## config.mk

```make
export PLATFORM = sky130hd
export DESIGN_NAME = tank_process_plant_step_top_flat
export DESIGN_NICKNAME = d
export VERILOG_FILES = /design/src/hdl/tpp_pkg.sv /design/src/hdl/tpp_in_if.sv /design/src/hdl/tpp_out_if.sv /design/src/hdl/tank_process_plant_step_top.sv /design/src/hdl/tpp_cfg_regs.sv /design/src/flat_wrapper.sv
export SDC_FILE = /design/constraint.sdc
export NUM_CORES = 2
export LEC_CHECK = 0
export BUFFER_PORTS_ARGS = -buffer_cell sky130_fd_sc_hd__buf_2
export CORE_UTILIZATION = 50
export CTS_BUF_LIST = sky130_fd_sc_hd__clkbuf_8
export DETAILED_ROUTE_END_ITERATION = 10
export HOLD_SLACK_MARGIN = 0.03
export PLACE_DENSITY = 0.66
export SETUP_SLACK_MARGIN = 0.4
export SYNTH_ARGS = -nofsm -noshare
export SYNTH_HDL_FRONTEND = slang
export SYNTH_SLANG_ARGS = --single-unit
export TNS_END_PERCENT = 10
```

## constraint.sdc

```tcl
create_clock -name i_clk -period 10.24 [get_ports i_clk]
set_input_delay 0.512 -clock i_clk [delete_from_list [all_inputs] [get_ports i_clk]]
set_output_delay 0.512 -clock i_clk [all_outputs]
set_load 0.005 [all_outputs]
```

## src/hdl/tpp_pkg.sv

```systemverilog
// ---------------------------------------------------------------------------
// tpp_pkg
// Shared types and constants for the tank process plant step block.
// ---------------------------------------------------------------------------
package tpp_pkg;

    // value and gain formats
    localparam int VALUE_W    = 16;             // unsigned Q8.8
    localparam int GAIN_W     = 16;             // unsigned Q0.16

    // configuration port
    localparam int NUM_REGS   = 8;
    localparam int CFG_IDX_W  = $clog2(NUM_REGS);
    localparam int CFG_DATA_W = 16;

    // shared multiplier: magnitude operand is one bit wider than a value
    localparam int MUL_A_W    = VALUE_W + 1;
    localparam int MUL_B_W    = 16;
    localparam int PROD_W     = MUL_A_W + MUL_B_W;

    // divide by ten as multiply by reciprocal, exact for operands below 81920
    localparam logic [MUL_B_W-1:0] RECIP_TEN      = 16'd52429;
    localparam int                 RECIP_TEN_SHR  = 19;
    localparam int                 STEP_W         = PROD_W - RECIP_TEN_SHR;
    localparam logic [MUL_A_W-1:0] STEP_ROUND     = 17'd5;

    // pressure target per unit of flow, 0.9 in Q0.16
    localparam logic [MUL_B_W-1:0] PRESS_PER_FLOW = 16'd58982;
    localparam int                 PRESS_SHR      = 16;

    // rounding biases
    localparam logic [PROD_W-1:0]  GAIN_HALF  = PROD_W'(64'd1 << (GAIN_W - 1));
    localparam logic [PROD_W-1:0]  PRESS_HALF = PROD_W'(64'd1 << (PRESS_SHR - 1));

    // register indexes
    typedef enum logic [CFG_IDX_W-1:0] {
        REG_MAX_INFLOW     = 3'd0,
        REG_OUTFLOW_RATE   = 3'd1,
        REG_TANK_CAPACITY  = 3'd2,
        REG_HIGH_LEVEL     = 3'd3,
        REG_LOW_LEVEL      = 3'd4,
        REG_HIGH_PRESSURE  = 3'd5,
        REG_FLOW_GAIN      = 3'd6,
        REG_PRESSURE_GAIN  = 3'd7
    } t_reg_idx;

    // reset values of the registers
    localparam logic [VALUE_W-1:0] RST_MAX_INFLOW    = 16'd3072;
    localparam logic [VALUE_W-1:0] RST_OUTFLOW_RATE  = 16'd1024;
    localparam logic [VALUE_W-1:0] RST_TANK_CAPACITY = 16'd25600;
    localparam logic [VALUE_W-1:0] RST_HIGH_LEVEL    = 16'd23040;
    localparam logic [VALUE_W-1:0] RST_LOW_LEVEL     = 16'd2560;
    localparam logic [VALUE_W-1:0] RST_HIGH_PRESSURE = 16'd2560;
    localparam logic [GAIN_W-1:0]  RST_FLOW_GAIN     = 16'd4369;
    localparam logic [GAIN_W-1:0]  RST_PRESSURE_GAIN = 16'd8192;

    // register file contents as seen by the datapath
    typedef struct packed {
        logic [VALUE_W-1:0] max_inflow;
        logic [VALUE_W-1:0] outflow_rate;
        logic [VALUE_W-1:0] tank_capacity;
        logic [VALUE_W-1:0] high_level_limit;
        logic [VALUE_W-1:0] low_level_limit;
        logic [VALUE_W-1:0] high_pressure_limit;
        logic [GAIN_W-1:0]  flow_lag_gain;
        logic [GAIN_W-1:0]  pressure_lag_gain;
    } t_cfg;

    // sequencer states
    typedef enum logic [3:0] {
        S_IDLE,
        S_FLOW_MUL,
        S_FLOW_UPD,
        S_STEP_MUL,
        S_LEVEL_UPD,
        S_PT_MUL,
        S_PT_RND,
        S_PR_MUL,
        S_PR_UPD,
        S_DONE
    } t_state;

endpackage

```

## src/hdl/tpp_in_if.sv

```systemverilog
// ---------------------------------------------------------------------------
// tpp_in_if
// Input channel: one plant tick with the pump state.
// ---------------------------------------------------------------------------
interface tpp_in_if;
    logic valid;
    logic ready;
    logic pump_on;

    modport source (output valid, output pump_on, input ready);
    modport sink   (input valid, input pump_on, output ready);
endinterface

```

## src/hdl/tpp_out_if.sv

```systemverilog
// ---------------------------------------------------------------------------
// tpp_out_if
// Result channel: plant values and alarm flags after one tick.
// ---------------------------------------------------------------------------
interface tpp_out_if;
    logic                       valid;
    logic                       ready;
    logic [tpp_pkg::VALUE_W-1:0] level_out;
    logic [tpp_pkg::VALUE_W-1:0] flow_out;
    logic [tpp_pkg::VALUE_W-1:0] pressure_out;
    logic                       level_changed;
    logic                       alarm_high_level;
    logic                       alarm_low_level;
    logic                       alarm_high_pressure;

    modport source (
        output valid, output level_out, output flow_out, output pressure_out,
        output level_changed, output alarm_high_level, output alarm_low_level,
        output alarm_high_pressure, input ready
    );
    modport sink (
        input valid, input level_out, input flow_out, input pressure_out,
        input level_changed, input alarm_high_level, input alarm_low_level,
        input alarm_high_pressure, output ready
    );
endinterface

```

## src/hdl/tank_process_plant_step_top.sv

```systemverilog
// ---------------------------------------------------------------------------
// tank_process_plant_step_top
// One 100 ms tick of a tank plant: flow lag, level integration, pressure lag.
// ---------------------------------------------------------------------------
// Usage:
//   i_in carries one beat per plant tick (pump_on). o_out returns exactly one
//   beat per tick: level, flow, pressure (unsigned Q8.8), a level-changed
//   flag and the high-level, low-level and high-pressure alarms.
//   The configuration port writes register i_cfg_idx with i_cfg_data on any
//   edge with i_cfg_we high; write only while no tick is in flight.
// Datapath:
//   A single 17x16 multiplier is shared by the four products of a tick
//   (flow lag, divide by ten, pressure target, pressure lag), each followed
//   by a register and an update step, so no new input beat is taken until
//   the tick in flight has finished.
//   i_in.ready is high only while the sequencer is idle.
// Reset and stalls:
//   Synchronous reset clears flow, level and pressure to zero, loads the
//   register defaults and drops o_out.valid. A finished result sits in the
//   output register until taken; the next tick may be accepted and computed
//   meanwhile, and then waits in its last step until the register frees up.
// ---------------------------------------------------------------------------
module tank_process_plant_step_top (
    input  logic                            i_clk,
    input  logic                            i_rst_n,
    input  logic                            i_cfg_we,
    input  logic [tpp_pkg::CFG_IDX_W-1:0]   i_cfg_idx,
    input  logic [tpp_pkg::CFG_DATA_W-1:0]  i_cfg_data,
    tpp_in_if.sink                          i_in,
    tpp_out_if.source                       o_out
);

    localparam int VW = tpp_pkg::VALUE_W;

    tpp_pkg::t_cfg   w_cfg;
    tpp_pkg::t_state r_state, n_state;

    // plant state and working registers
    logic [VW-1:0]              r_flow, r_level, r_press;
    logic                       r_pump;
    logic                       r_dir;
    logic [tpp_pkg::PROD_W-1:0] r_prod;
    logic [VW-1:0]              r_ptarget;
    logic                       r_lchg;

    // output register
    logic          r_out_valid;
    logic [VW-1:0] r_out_level, r_out_flow, r_out_press;
    logic          r_out_lchg, r_out_hi, r_out_lo, r_out_hp;

    // combinational datapath
    logic [VW-1:0]               l_flow_tgt, l_flow_d, l_out_d, l_press_d;
    logic                        l_flow_ge, l_out_ge, l_press_ge;
    logic [tpp_pkg::MUL_A_W-1:0] l_step_v, l_mul_a;
    logic [tpp_pkg::MUL_B_W-1:0] l_mul_b;
    logic [tpp_pkg::PROD_W-1:0]  l_prod, l_gain_rnd, l_pt_rnd;
    logic [VW-1:0]               l_mag, l_ptarget, l_lag_new;
    logic [VW-1:0]               l_step, l_lvl_dn, l_lvl_new;
    logic [VW:0]                 l_lvl_up;
    logic                        l_in_beat, l_out_beat, l_out_free;

    tpp_cfg_regs u_cfg_regs (
        .i_clk      (i_clk),
        .i_rst_n    (i_rst_n),
        .i_cfg_we   (i_cfg_we),
        .i_cfg_idx  (i_cfg_idx),
        .i_cfg_data (i_cfg_data),
        .o_cfg      (w_cfg)
    );

    // handshakes
    assign i_in.ready = (r_state == tpp_pkg::S_IDLE);
    assign l_in_beat  = i_in.valid && i_in.ready;
    assign l_out_beat = r_out_valid && o_out.ready;
    assign l_out_free = !r_out_valid || o_out.ready;

    // differences and directions
    always_comb begin
        l_flow_tgt = r_pump ? w_cfg.max_inflow : '0;
        l_flow_ge  = (l_flow_tgt >= r_flow);
        l_flow_d   = l_flow_ge ? (l_flow_tgt - r_flow) : (r_flow - l_flow_tgt);
        l_out_ge   = (r_flow >= w_cfg.outflow_rate);
        l_out_d    = l_out_ge ? (r_flow - w_cfg.outflow_rate)
                              : (w_cfg.outflow_rate - r_flow);
        l_step_v   = {1'b0, l_out_d} + tpp_pkg::STEP_ROUND;
        l_press_ge = (r_ptarget >= r_press);
        l_press_d  = l_press_ge ? (r_ptarget - r_press) : (r_press - r_ptarget);
    end

    // shared multiplier operand select
    always_comb begin
        l_mul_a = '0;
        l_mul_b = '0;
        case (r_state)
            tpp_pkg::S_FLOW_MUL: begin
                l_mul_a = {1'b0, l_flow_d};
                l_mul_b = w_cfg.flow_lag_gain;
            end
            tpp_pkg::S_STEP_MUL: begin
                l_mul_a = l_step_v;
                l_mul_b = tpp_pkg::RECIP_TEN;
            end
            tpp_pkg::S_PT_MUL: begin
                l_mul_a = {1'b0, r_flow};
                l_mul_b = tpp_pkg::PRESS_PER_FLOW;
            end
            tpp_pkg::S_PR_MUL: begin
                l_mul_a = {1'b0, l_press_d};
                l_mul_b = w_cfg.pressure_lag_gain;
            end
            default: ;
        endcase
        l_prod = tpp_pkg::PROD_W'(l_mul_a) * tpp_pkg::PROD_W'(l_mul_b);
    end

    // post-multiply rounding and updates
    always_comb begin
        l_gain_rnd = r_prod + tpp_pkg::GAIN_HALF;
        l_mag      = l_gain_rnd[tpp_pkg::GAIN_W +: VW];
        l_pt_rnd   = r_prod + tpp_pkg::PRESS_HALF;
        l_ptarget  = l_pt_rnd[tpp_pkg::PRESS_SHR +: VW];
        l_step     = VW'(r_prod[tpp_pkg::RECIP_TEN_SHR +: tpp_pkg::STEP_W]);
        // lag update for whichever value is in its update step
        if (r_state == tpp_pkg::S_FLOW_UPD) begin
            l_lag_new = r_dir ? (r_flow + l_mag) : (r_flow - l_mag);
        end else begin
            l_lag_new = r_dir ? (r_press + l_mag) : (r_press - l_mag);
        end
        // level move, clamped to zero and capacity
        l_lvl_up = {1'b0, r_level} + {1'b0, l_step};
        l_lvl_dn = (l_step > r_level) ? '0 : (r_level - l_step);
        if (r_dir) begin
            l_lvl_new = (l_lvl_up > {1'b0, w_cfg.tank_capacity}) ?
                        w_cfg.tank_capacity : l_lvl_up[VW-1:0];
        end else begin
            l_lvl_new = (l_lvl_dn > w_cfg.tank_capacity) ?
                        w_cfg.tank_capacity : l_lvl_dn;
        end
    end

    // sequencer state register
    always_ff @(posedge i_clk) begin
        if (!i_rst_n) begin
            r_state <= tpp_pkg::S_IDLE;
        end else begin
            r_state <= n_state;
        end
    end

    // sequencer next state
    always_comb begin
        n_state = r_state;
        unique case (r_state)
            tpp_pkg::S_IDLE:      if (l_in_beat) n_state = tpp_pkg::S_FLOW_MUL;
            tpp_pkg::S_FLOW_MUL:  n_state = tpp_pkg::S_FLOW_UPD;
            tpp_pkg::S_FLOW_UPD:  n_state = tpp_pkg::S_STEP_MUL;
            tpp_pkg::S_STEP_MUL:  n_state = tpp_pkg::S_LEVEL_UPD;
            tpp_pkg::S_LEVEL_UPD: n_state = tpp_pkg::S_PT_MUL;
            tpp_pkg::S_PT_MUL:    n_state = tpp_pkg::S_PT_RND;
            tpp_pkg::S_PT_RND:    n_state = tpp_pkg::S_PR_MUL;
            tpp_pkg::S_PR_MUL:    n_state = tpp_pkg::S_PR_UPD;
            tpp_pkg::S_PR_UPD:    n_state = tpp_pkg::S_DONE;
            tpp_pkg::S_DONE:      if (l_out_free) n_state = tpp_pkg::S_IDLE;
            default:              n_state = tpp_pkg::S_IDLE;
        endcase
    end

    // plant state, cleared by reset
    always_ff @(posedge i_clk) begin
        if (!i_rst_n) begin
            r_flow  <= '0;
            r_level <= '0;
            r_press <= '0;
        end else begin
            if (r_state == tpp_pkg::S_FLOW_UPD) r_flow <= l_lag_new;
            if (r_state == tpp_pkg::S_PR_UPD)   r_press <= l_lag_new;
            if (r_state == tpp_pkg::S_LEVEL_UPD) r_level <= l_lvl_new;
        end
    end

    // working registers
    always_ff @(posedge i_clk) begin
        if (l_in_beat) r_pump <= i_in.pump_on;
        r_prod <= l_prod;
        case (r_state)
            tpp_pkg::S_FLOW_MUL:  r_dir <= l_flow_ge;
            tpp_pkg::S_STEP_MUL:  r_dir <= l_out_ge;
            tpp_pkg::S_PR_MUL:    r_dir <= l_press_ge;
            tpp_pkg::S_LEVEL_UPD: r_lchg <= (l_lvl_new != r_level);
            tpp_pkg::S_PT_RND:    r_ptarget <= l_ptarget;
            default: ;
        endcase
    end

    // output register: valid flag
    always_ff @(posedge i_clk) begin
        if (!i_rst_n) begin
            r_out_valid <= 1'b0;
        end else if (r_state == tpp_pkg::S_DONE && l_out_free) begin
            r_out_valid <= 1'b1;
        end else if (l_out_beat) begin
            r_out_valid <= 1'b0;
        end
    end

    // output register: payload with alarm compares
    always_ff @(posedge i_clk) begin
        if (r_state == tpp_pkg::S_DONE && l_out_free) begin
            r_out_level <= r_level;
            r_out_flow  <= r_flow;
            r_out_press <= r_press;
            r_out_lchg  <= r_lchg;
            r_out_hi    <= (r_level >= w_cfg.high_level_limit);
            r_out_lo    <= (r_level <= w_cfg.low_level_limit);
            r_out_hp    <= (r_press >= w_cfg.high_pressure_limit);
        end
    end

    assign o_out.valid               = r_out_valid;
    assign o_out.level_out           = r_out_level;
    assign o_out.flow_out            = r_out_flow;
    assign o_out.pressure_out        = r_out_press;
    assign o_out.level_changed       = r_out_lchg;
    assign o_out.alarm_high_level    = r_out_hi;
    assign o_out.alarm_low_level     = r_out_lo;
    assign o_out.alarm_high_pressure = r_out_hp;

    // an input beat always starts the flow step
    a_start: assert property (@(posedge i_clk) disable iff (!i_rst_n)
        l_in_beat |=> (r_state == tpp_pkg::S_FLOW_MUL))
        else $error("input beat did not start the sequencer");

    // a finished tick with a free output register is published and the block idles
    a_publish: assert property (@(posedge i_clk) disable iff (!i_rst_n)
        (r_state == tpp_pkg::S_DONE && l_out_free)
            |=> (r_out_valid && r_state == tpp_pkg::S_IDLE))
        else $error("finished tick not published");

    // a finished tick waits while the previous result is still stalled
    a_hold: assert property (@(posedge i_clk) disable iff (!i_rst_n)
        (r_state == tpp_pkg::S_DONE && r_out_valid && !o_out.ready)
            |=> (r_state == tpp_pkg::S_DONE && r_out_valid))
        else $error("pending result overwritten");

    // no input is taken while a tick is in flight
    a_busy: assert property (@(posedge i_clk) disable iff (!i_rst_n)
        (r_state != tpp_pkg::S_IDLE) |-> !i_in.ready)
        else $error("ready raised while busy");

endmodule

```

## src/hdl/tpp_cfg_regs.sv

```systemverilog
// ---------------------------------------------------------------------------
// tpp_cfg_regs
// Configuration register file with write decode and reset values.
// ---------------------------------------------------------------------------
module tpp_cfg_regs (
    input  logic                               i_clk,
    input  logic                               i_rst_n,
    input  logic                               i_cfg_we,
    input  logic [tpp_pkg::CFG_IDX_W-1:0]      i_cfg_idx,
    input  logic [tpp_pkg::CFG_DATA_W-1:0]     i_cfg_data,
    output tpp_pkg::t_cfg                      o_cfg
);

    tpp_pkg::t_cfg r_cfg;

    // register writes, decoded by index
    always_ff @(posedge i_clk) begin
        if (!i_rst_n) begin
            r_cfg.max_inflow          <= tpp_pkg::RST_MAX_INFLOW;
            r_cfg.outflow_rate        <= tpp_pkg::RST_OUTFLOW_RATE;
            r_cfg.tank_capacity       <= tpp_pkg::RST_TANK_CAPACITY;
            r_cfg.high_level_limit    <= tpp_pkg::RST_HIGH_LEVEL;
            r_cfg.low_level_limit     <= tpp_pkg::RST_LOW_LEVEL;
            r_cfg.high_pressure_limit <= tpp_pkg::RST_HIGH_PRESSURE;
            r_cfg.flow_lag_gain       <= tpp_pkg::RST_FLOW_GAIN;
            r_cfg.pressure_lag_gain   <= tpp_pkg::RST_PRESSURE_GAIN;
        end else if (i_cfg_we) begin
            unique case (tpp_pkg::t_reg_idx'(i_cfg_idx))
                tpp_pkg::REG_MAX_INFLOW:    r_cfg.max_inflow          <= i_cfg_data;
                tpp_pkg::REG_OUTFLOW_RATE:  r_cfg.outflow_rate        <= i_cfg_data;
                tpp_pkg::REG_TANK_CAPACITY: r_cfg.tank_capacity       <= i_cfg_data;
                tpp_pkg::REG_HIGH_LEVEL:    r_cfg.high_level_limit    <= i_cfg_data;
                tpp_pkg::REG_LOW_LEVEL:     r_cfg.low_level_limit     <= i_cfg_data;
                tpp_pkg::REG_HIGH_PRESSURE: r_cfg.high_pressure_limit <= i_cfg_data;
                tpp_pkg::REG_FLOW_GAIN:     r_cfg.flow_lag_gain       <= i_cfg_data;
                tpp_pkg::REG_PRESSURE_GAIN: r_cfg.pressure_lag_gain   <= i_cfg_data;
                default: ;
            endcase
        end
    end

    assign o_cfg = r_cfg;

endmodule

```

## src/flat_wrapper.sv

```systemverilog
// flat-port wrapper written by rule: the top's interface ports become plain ports
module tank_process_plant_step_top_flat 
  (i_clk, i_rst_n, i_cfg_we, i_cfg_idx, i_cfg_data, i_in_valid, i_in_pump_on, i_in_ready, o_out_valid, o_out_level_out, o_out_flow_out, o_out_pressure_out, o_out_level_changed, o_out_alarm_high_level, o_out_alarm_low_level, o_out_alarm_high_pressure, o_out_ready);
  tpp_in_if i_in_i ();
  tpp_out_if o_out_i ();
  input  logic i_clk;
  input  logic i_rst_n;
  input  logic i_cfg_we;
  input  logic [tpp_pkg::CFG_IDX_W-1:0] i_cfg_idx;
  input  logic [tpp_pkg::CFG_DATA_W-1:0] i_cfg_data;
  input wire logic [$bits(i_in_i.valid)-1:0] i_in_valid;
  input wire logic [$bits(i_in_i.pump_on)-1:0] i_in_pump_on;
  output wire logic [$bits(i_in_i.ready)-1:0] i_in_ready;
  output wire logic [$bits(o_out_i.valid)-1:0] o_out_valid;
  output wire logic [$bits(o_out_i.level_out)-1:0] o_out_level_out;
  output wire logic [$bits(o_out_i.flow_out)-1:0] o_out_flow_out;
  output wire logic [$bits(o_out_i.pressure_out)-1:0] o_out_pressure_out;
  output wire logic [$bits(o_out_i.level_changed)-1:0] o_out_level_changed;
  output wire logic [$bits(o_out_i.alarm_high_level)-1:0] o_out_alarm_high_level;
  output wire logic [$bits(o_out_i.alarm_low_level)-1:0] o_out_alarm_low_level;
  output wire logic [$bits(o_out_i.alarm_high_pressure)-1:0] o_out_alarm_high_pressure;
  input wire logic [$bits(o_out_i.ready)-1:0] o_out_ready;
  assign i_in_i.valid = i_in_valid;
  assign i_in_i.pump_on = i_in_pump_on;
  assign i_in_ready = i_in_i.ready;
  assign o_out_valid = o_out_i.valid;
  assign o_out_level_out = o_out_i.level_out;
  assign o_out_flow_out = o_out_i.flow_out;
  assign o_out_pressure_out = o_out_i.pressure_out;
  assign o_out_level_changed = o_out_i.level_changed;
  assign o_out_alarm_high_level = o_out_i.alarm_high_level;
  assign o_out_alarm_low_level = o_out_i.alarm_low_level;
  assign o_out_alarm_high_pressure = o_out_i.alarm_high_pressure;
  assign o_out_i.ready = o_out_ready;
  tank_process_plant_step_top u_core (.i_clk(i_clk), .i_rst_n(i_rst_n), .i_cfg_we(i_cfg_we), .i_cfg_idx(i_cfg_idx), .i_cfg_data(i_cfg_data), .i_in(i_in_i), .o_out(o_out_i));
endmodule
```

==> results.py <==
metrics = {
    "die": {
        "core_region_area_sq_um": 57700,
        "initial_core_util_pct": 50.6,
        "die_height_microns": 244,
        "ios": 79,
        "design.die.area_sq_um": 59300,
        "floorplan.die.width_microns": 244,
        "rows": 88,
    },
    "worst_setup_path": {
        "critical_path_buf_inv_count": 4,
        "timing_worst_setup_path_type": "reg -> reg",
        "timing.critical_path.max_delay_family": "adder cells",
        "data_arrival_at_the_endpoint_of_the_critical_path_ns": 9.90,
        "critPathRequiredTime_ns": 10.78,
        "crit_path_end_kind": "register",
        "worst_path_max_delay_cell": "fa_1",
        "critical_path.max_fanout": 12,
        "critical_path_source_type": "register",
        "timing.critical_path.slowest_cell_delay_ns": 0.57,
        "crit_top_cell": "fa_1",
    },
    "drt": {
        "firstDrtPassIters": 6,
        "detail_route.vias_per_cell": 5.86,
        "routed-via-count": 26500,
        "routed_wire_length_per_instance_microns": 21.7,
        "finalWirelength_mm": 98.2,
        "remaining_drc_errors": 0,
        "antenna_left": 0,
        "drt_iter0_markers": 2334,
    },
    "pwr": {
        "power_density_nw_per_um2": 150,
        "power.static_leakage_nw": 14.2,
        "vdd_ir_drop_max_uv": 117,
    },
    "cts": {
        "clock_tree.htree_level_count": 2,
        "worst_setup_hold_path_clk_slew_ns": 0.07,
        "cts.sink_count": 270,
        "cts-root-buf": "clkbuf_8",
        "cts-hold-fix-buffers": 0,
        "max_buffers_root_to_sink": 3,
        "cts_tree": "yes",
        "clock_buffer_count_from_cts": 48,
        "clock_latency_ns": 0.68,
    },
    "yosys": {
        "dominantRegCellSynth": "dfxtp_1",
        "number_of_instances_in_the_synthesized_netlist": 3638,
        "post-synth-top-area-cell": "fa_1",
        "ys_seq_area_share_pct": 21.0,
        "post_synth_main_area_contributors": "fa_1, ha_1, dfxtp_1, edfxtp_1, nand2_1",
        "synth_area_sq_um": 29200,
        "async_flop_share_pct": 0,
        "avgSynthCellArea_sq_um": 8.02,
        "synth_seq_cells": 270,
        "synth.yosys.warnings": 0,
        "synth_top_area_share_pct": 14.8,
        "synth-edff-count": 71,
        "synth_cell_type_count": 98,
    },
    "placed_design": {
        "detailedPlace.worstSlack_ns": 0.399,
        "portBuffers": 78,
        "gp_congestion": 0.978,
        "place_hpwl_mm": 76.7,
    },
    "cells_and_area": {
        "finish.net_count": 4283,
        "leading_cell_type_in_the_layout_fill_and_taps_excluded": "nand2_1",
        "post-route-util_pct": 55.5,
        "synthToLayoutAreaGrowth_pct": 9.65,
        "final_cell_mix": "nand2_1, inv_1, ha_1",
        "layout-drive-gt1-share_pct": 9.57,
    },
    "sta": {
        "finalSetupTns_ns": 0,
        "setup_ws_ns": 0.875,
        "slew_headroom_pct": 22.1,
        "grt_setup_unrepaired": "no",
        "finalMaxSlewViolations": 0,
        "skew_ns": 0.0819,
        "ratio_of_final_minimum_period_to_clock_period_pct": 91.5,
        "setup_viol": 0,
        "max_clock_freq_ghz": 0.107,
        "hold_viol": 0,
        "worst_pin_slew_ns": 1.16,
        "timing.final.crit_period_ns": 9.36,
    },
    "grt": {
        "first_global_vias": 25400,
        "antenna_violations_before_repair": 0,
        "grt_first_pass_wirelength_mm": 150,
        "grt_overflow": 0,
        "globalRouteTotalUtil_pct": 32.9,
        "grt_start_max_net_pins": 80,
    },
    "run_status": {
        "run_status": "complete, no violations",
    },
    "min_path": {
        "holdCritPathClass": "in -> reg",
    },
    "flow_run": {
        "cap_viol_max_count": 0,
    },
}
==> final timing paths <==
kind / start / endpoint / slack (ns) / cells after the start
setup / recovery: u_core.r_flow[13] / u_core.r_prod[31] / 0.88 / 31
hold / removal: i_in_pump_on / u_core.r_pump / 0.14 / 1
setup reg to reg: u_core.r_flow[13] / u_core.r_prod[31] / 0.88 / 31
hold reg to reg: u_core.r_lchg / u_core.o_out.level_changed / 0.44 / 0
==> synth_stat cells, types with 28 or more instances <==
cell / count
a211oi_1: 40
a21o_1: 73
a21oi_1: 297
and2_1: 41
clkbuf_1: 116
dfxtp_1: 199
edfxtp_1: 71
fa_1: 216
ha_1: 321
inv_1: 477
mux2i_1: 29
nand2_1: 548
nand2b_1: 46
nand3_1: 75
nand4_1: 31
nor2_1: 245
nor2b_1: 31
nor3_1: 61
o211ai_1: 38
o21a_1: 34
o21ai_0: 129
or3_1: 28
xnor2_1: 90
==> per-layer routing <==
layer | vias up | track usage, % | wire (microns)
met5 | - | 0 | 0
met4 | 0 | 14.7 | 4770
met3 | 214 | 5.28 | 7950
met2 | 1145 | 52.4 | 44400
met1 | 12700 | 44.1 | 41100
li1 | 12500 | - | -
==> cell type report <==
| type | instances | area (sq um) |
|---|---|---|
| Tap cell | 765 | 957 |
| Inverter | 480 | 1800 |
| Sequential cell | 270 | 6120 |
| Clock inverter | 31 | 256 |
| Clock buffer | 59 | 812 |
| Timing Repair Buffer | 184 | 1190 |
| Multi-Input combinational cell | 2737 | 20900 |
| Antenna cell | 1 | 2.50 |
| Fill cell | 5593 | 25700 |
==> power by group <==
part	switching [mW]	internal, mW
Sequential	0.0699	1.14
Clock	0.520	0.609
Combinational	1.57	0.889
==> flip-flops by register name, summed over array words and instances (netlist names) <==
signal,cells
u_core.o_out.valid,1
u_core.r_state,4
u_core.r_lchg,1
u_core.r_prod,18
u_core.r_ptarget,16
u_core.o_out.alarm_high_level,1
u_core.o_out.flow_out,16
u_core.u_cfg_regs.o_cfg,128
u_core.r_flow,16
u_core.r_pump,1
u_core.o_out.alarm_low_level,1
u_core.o_out.alarm_high_pressure,1
u_core.r_dir,1
u_core.o_out.level_out,16
u_core.o_out.pressure_out,16
u_core.r_level,16
u_core.o_out.level_changed,1
u_core.r_press,16
==> worst register-to-register path, delay by kind of cell (launching register included) <==
family                     cells  cell delay [ns]
and+or+nand+nor               12             2.78
DFF                            1             0.40
buffers and inverters          4             0.47
adders and majority gates      8             3.58
AOI/OAI and AO/OA              7             1.98
==> cell families (layout without fill, tap and decap cells) <==
family	Yosys count	count (layout)	synth area share, %
other	2	8	0.0257
DFF	270	270	21.0
and+or+nand+nor	1214	1215	19.1
xor gates and xnor gates	116	116	3.48
adders and majority gates	537	537	28.6
muxes	42	42	1.50
buffers and inverters	638	754	8.41
AOI/OAI and AO/OA	819	820	17.9
==> per-stage QoR <==
| stage | power [mW] | hold WS (ns) | instance area, sq um | cells |
|---|---|---|---|---|
| after floorplan | 2.79 | 0.400 | 29200 | 3643 |
| after CTS | 4.68 | 0.120 | 31700 | 4504 |
| after detailed placement | 3.54 | 0.406 | 30600 | 4414 |
| final | 4.80 | 0.144 | 32000 | 4527 |
| after global placement | 3.55 | 0.425 | 30600 | 4414 |
| after global routing | 5.06 | 0.128 | 32000 | 4526 |
==> what timing repair did <==
| item | 4_1_cts | 5_1_grt |
|---|---|---|
| endpoints found under the setup margin | 0 | 18 |
| resized for setup | 0 | 44 |
| buffers inserted | 0 | 20 |
Power figures use the tool's default switching activity.
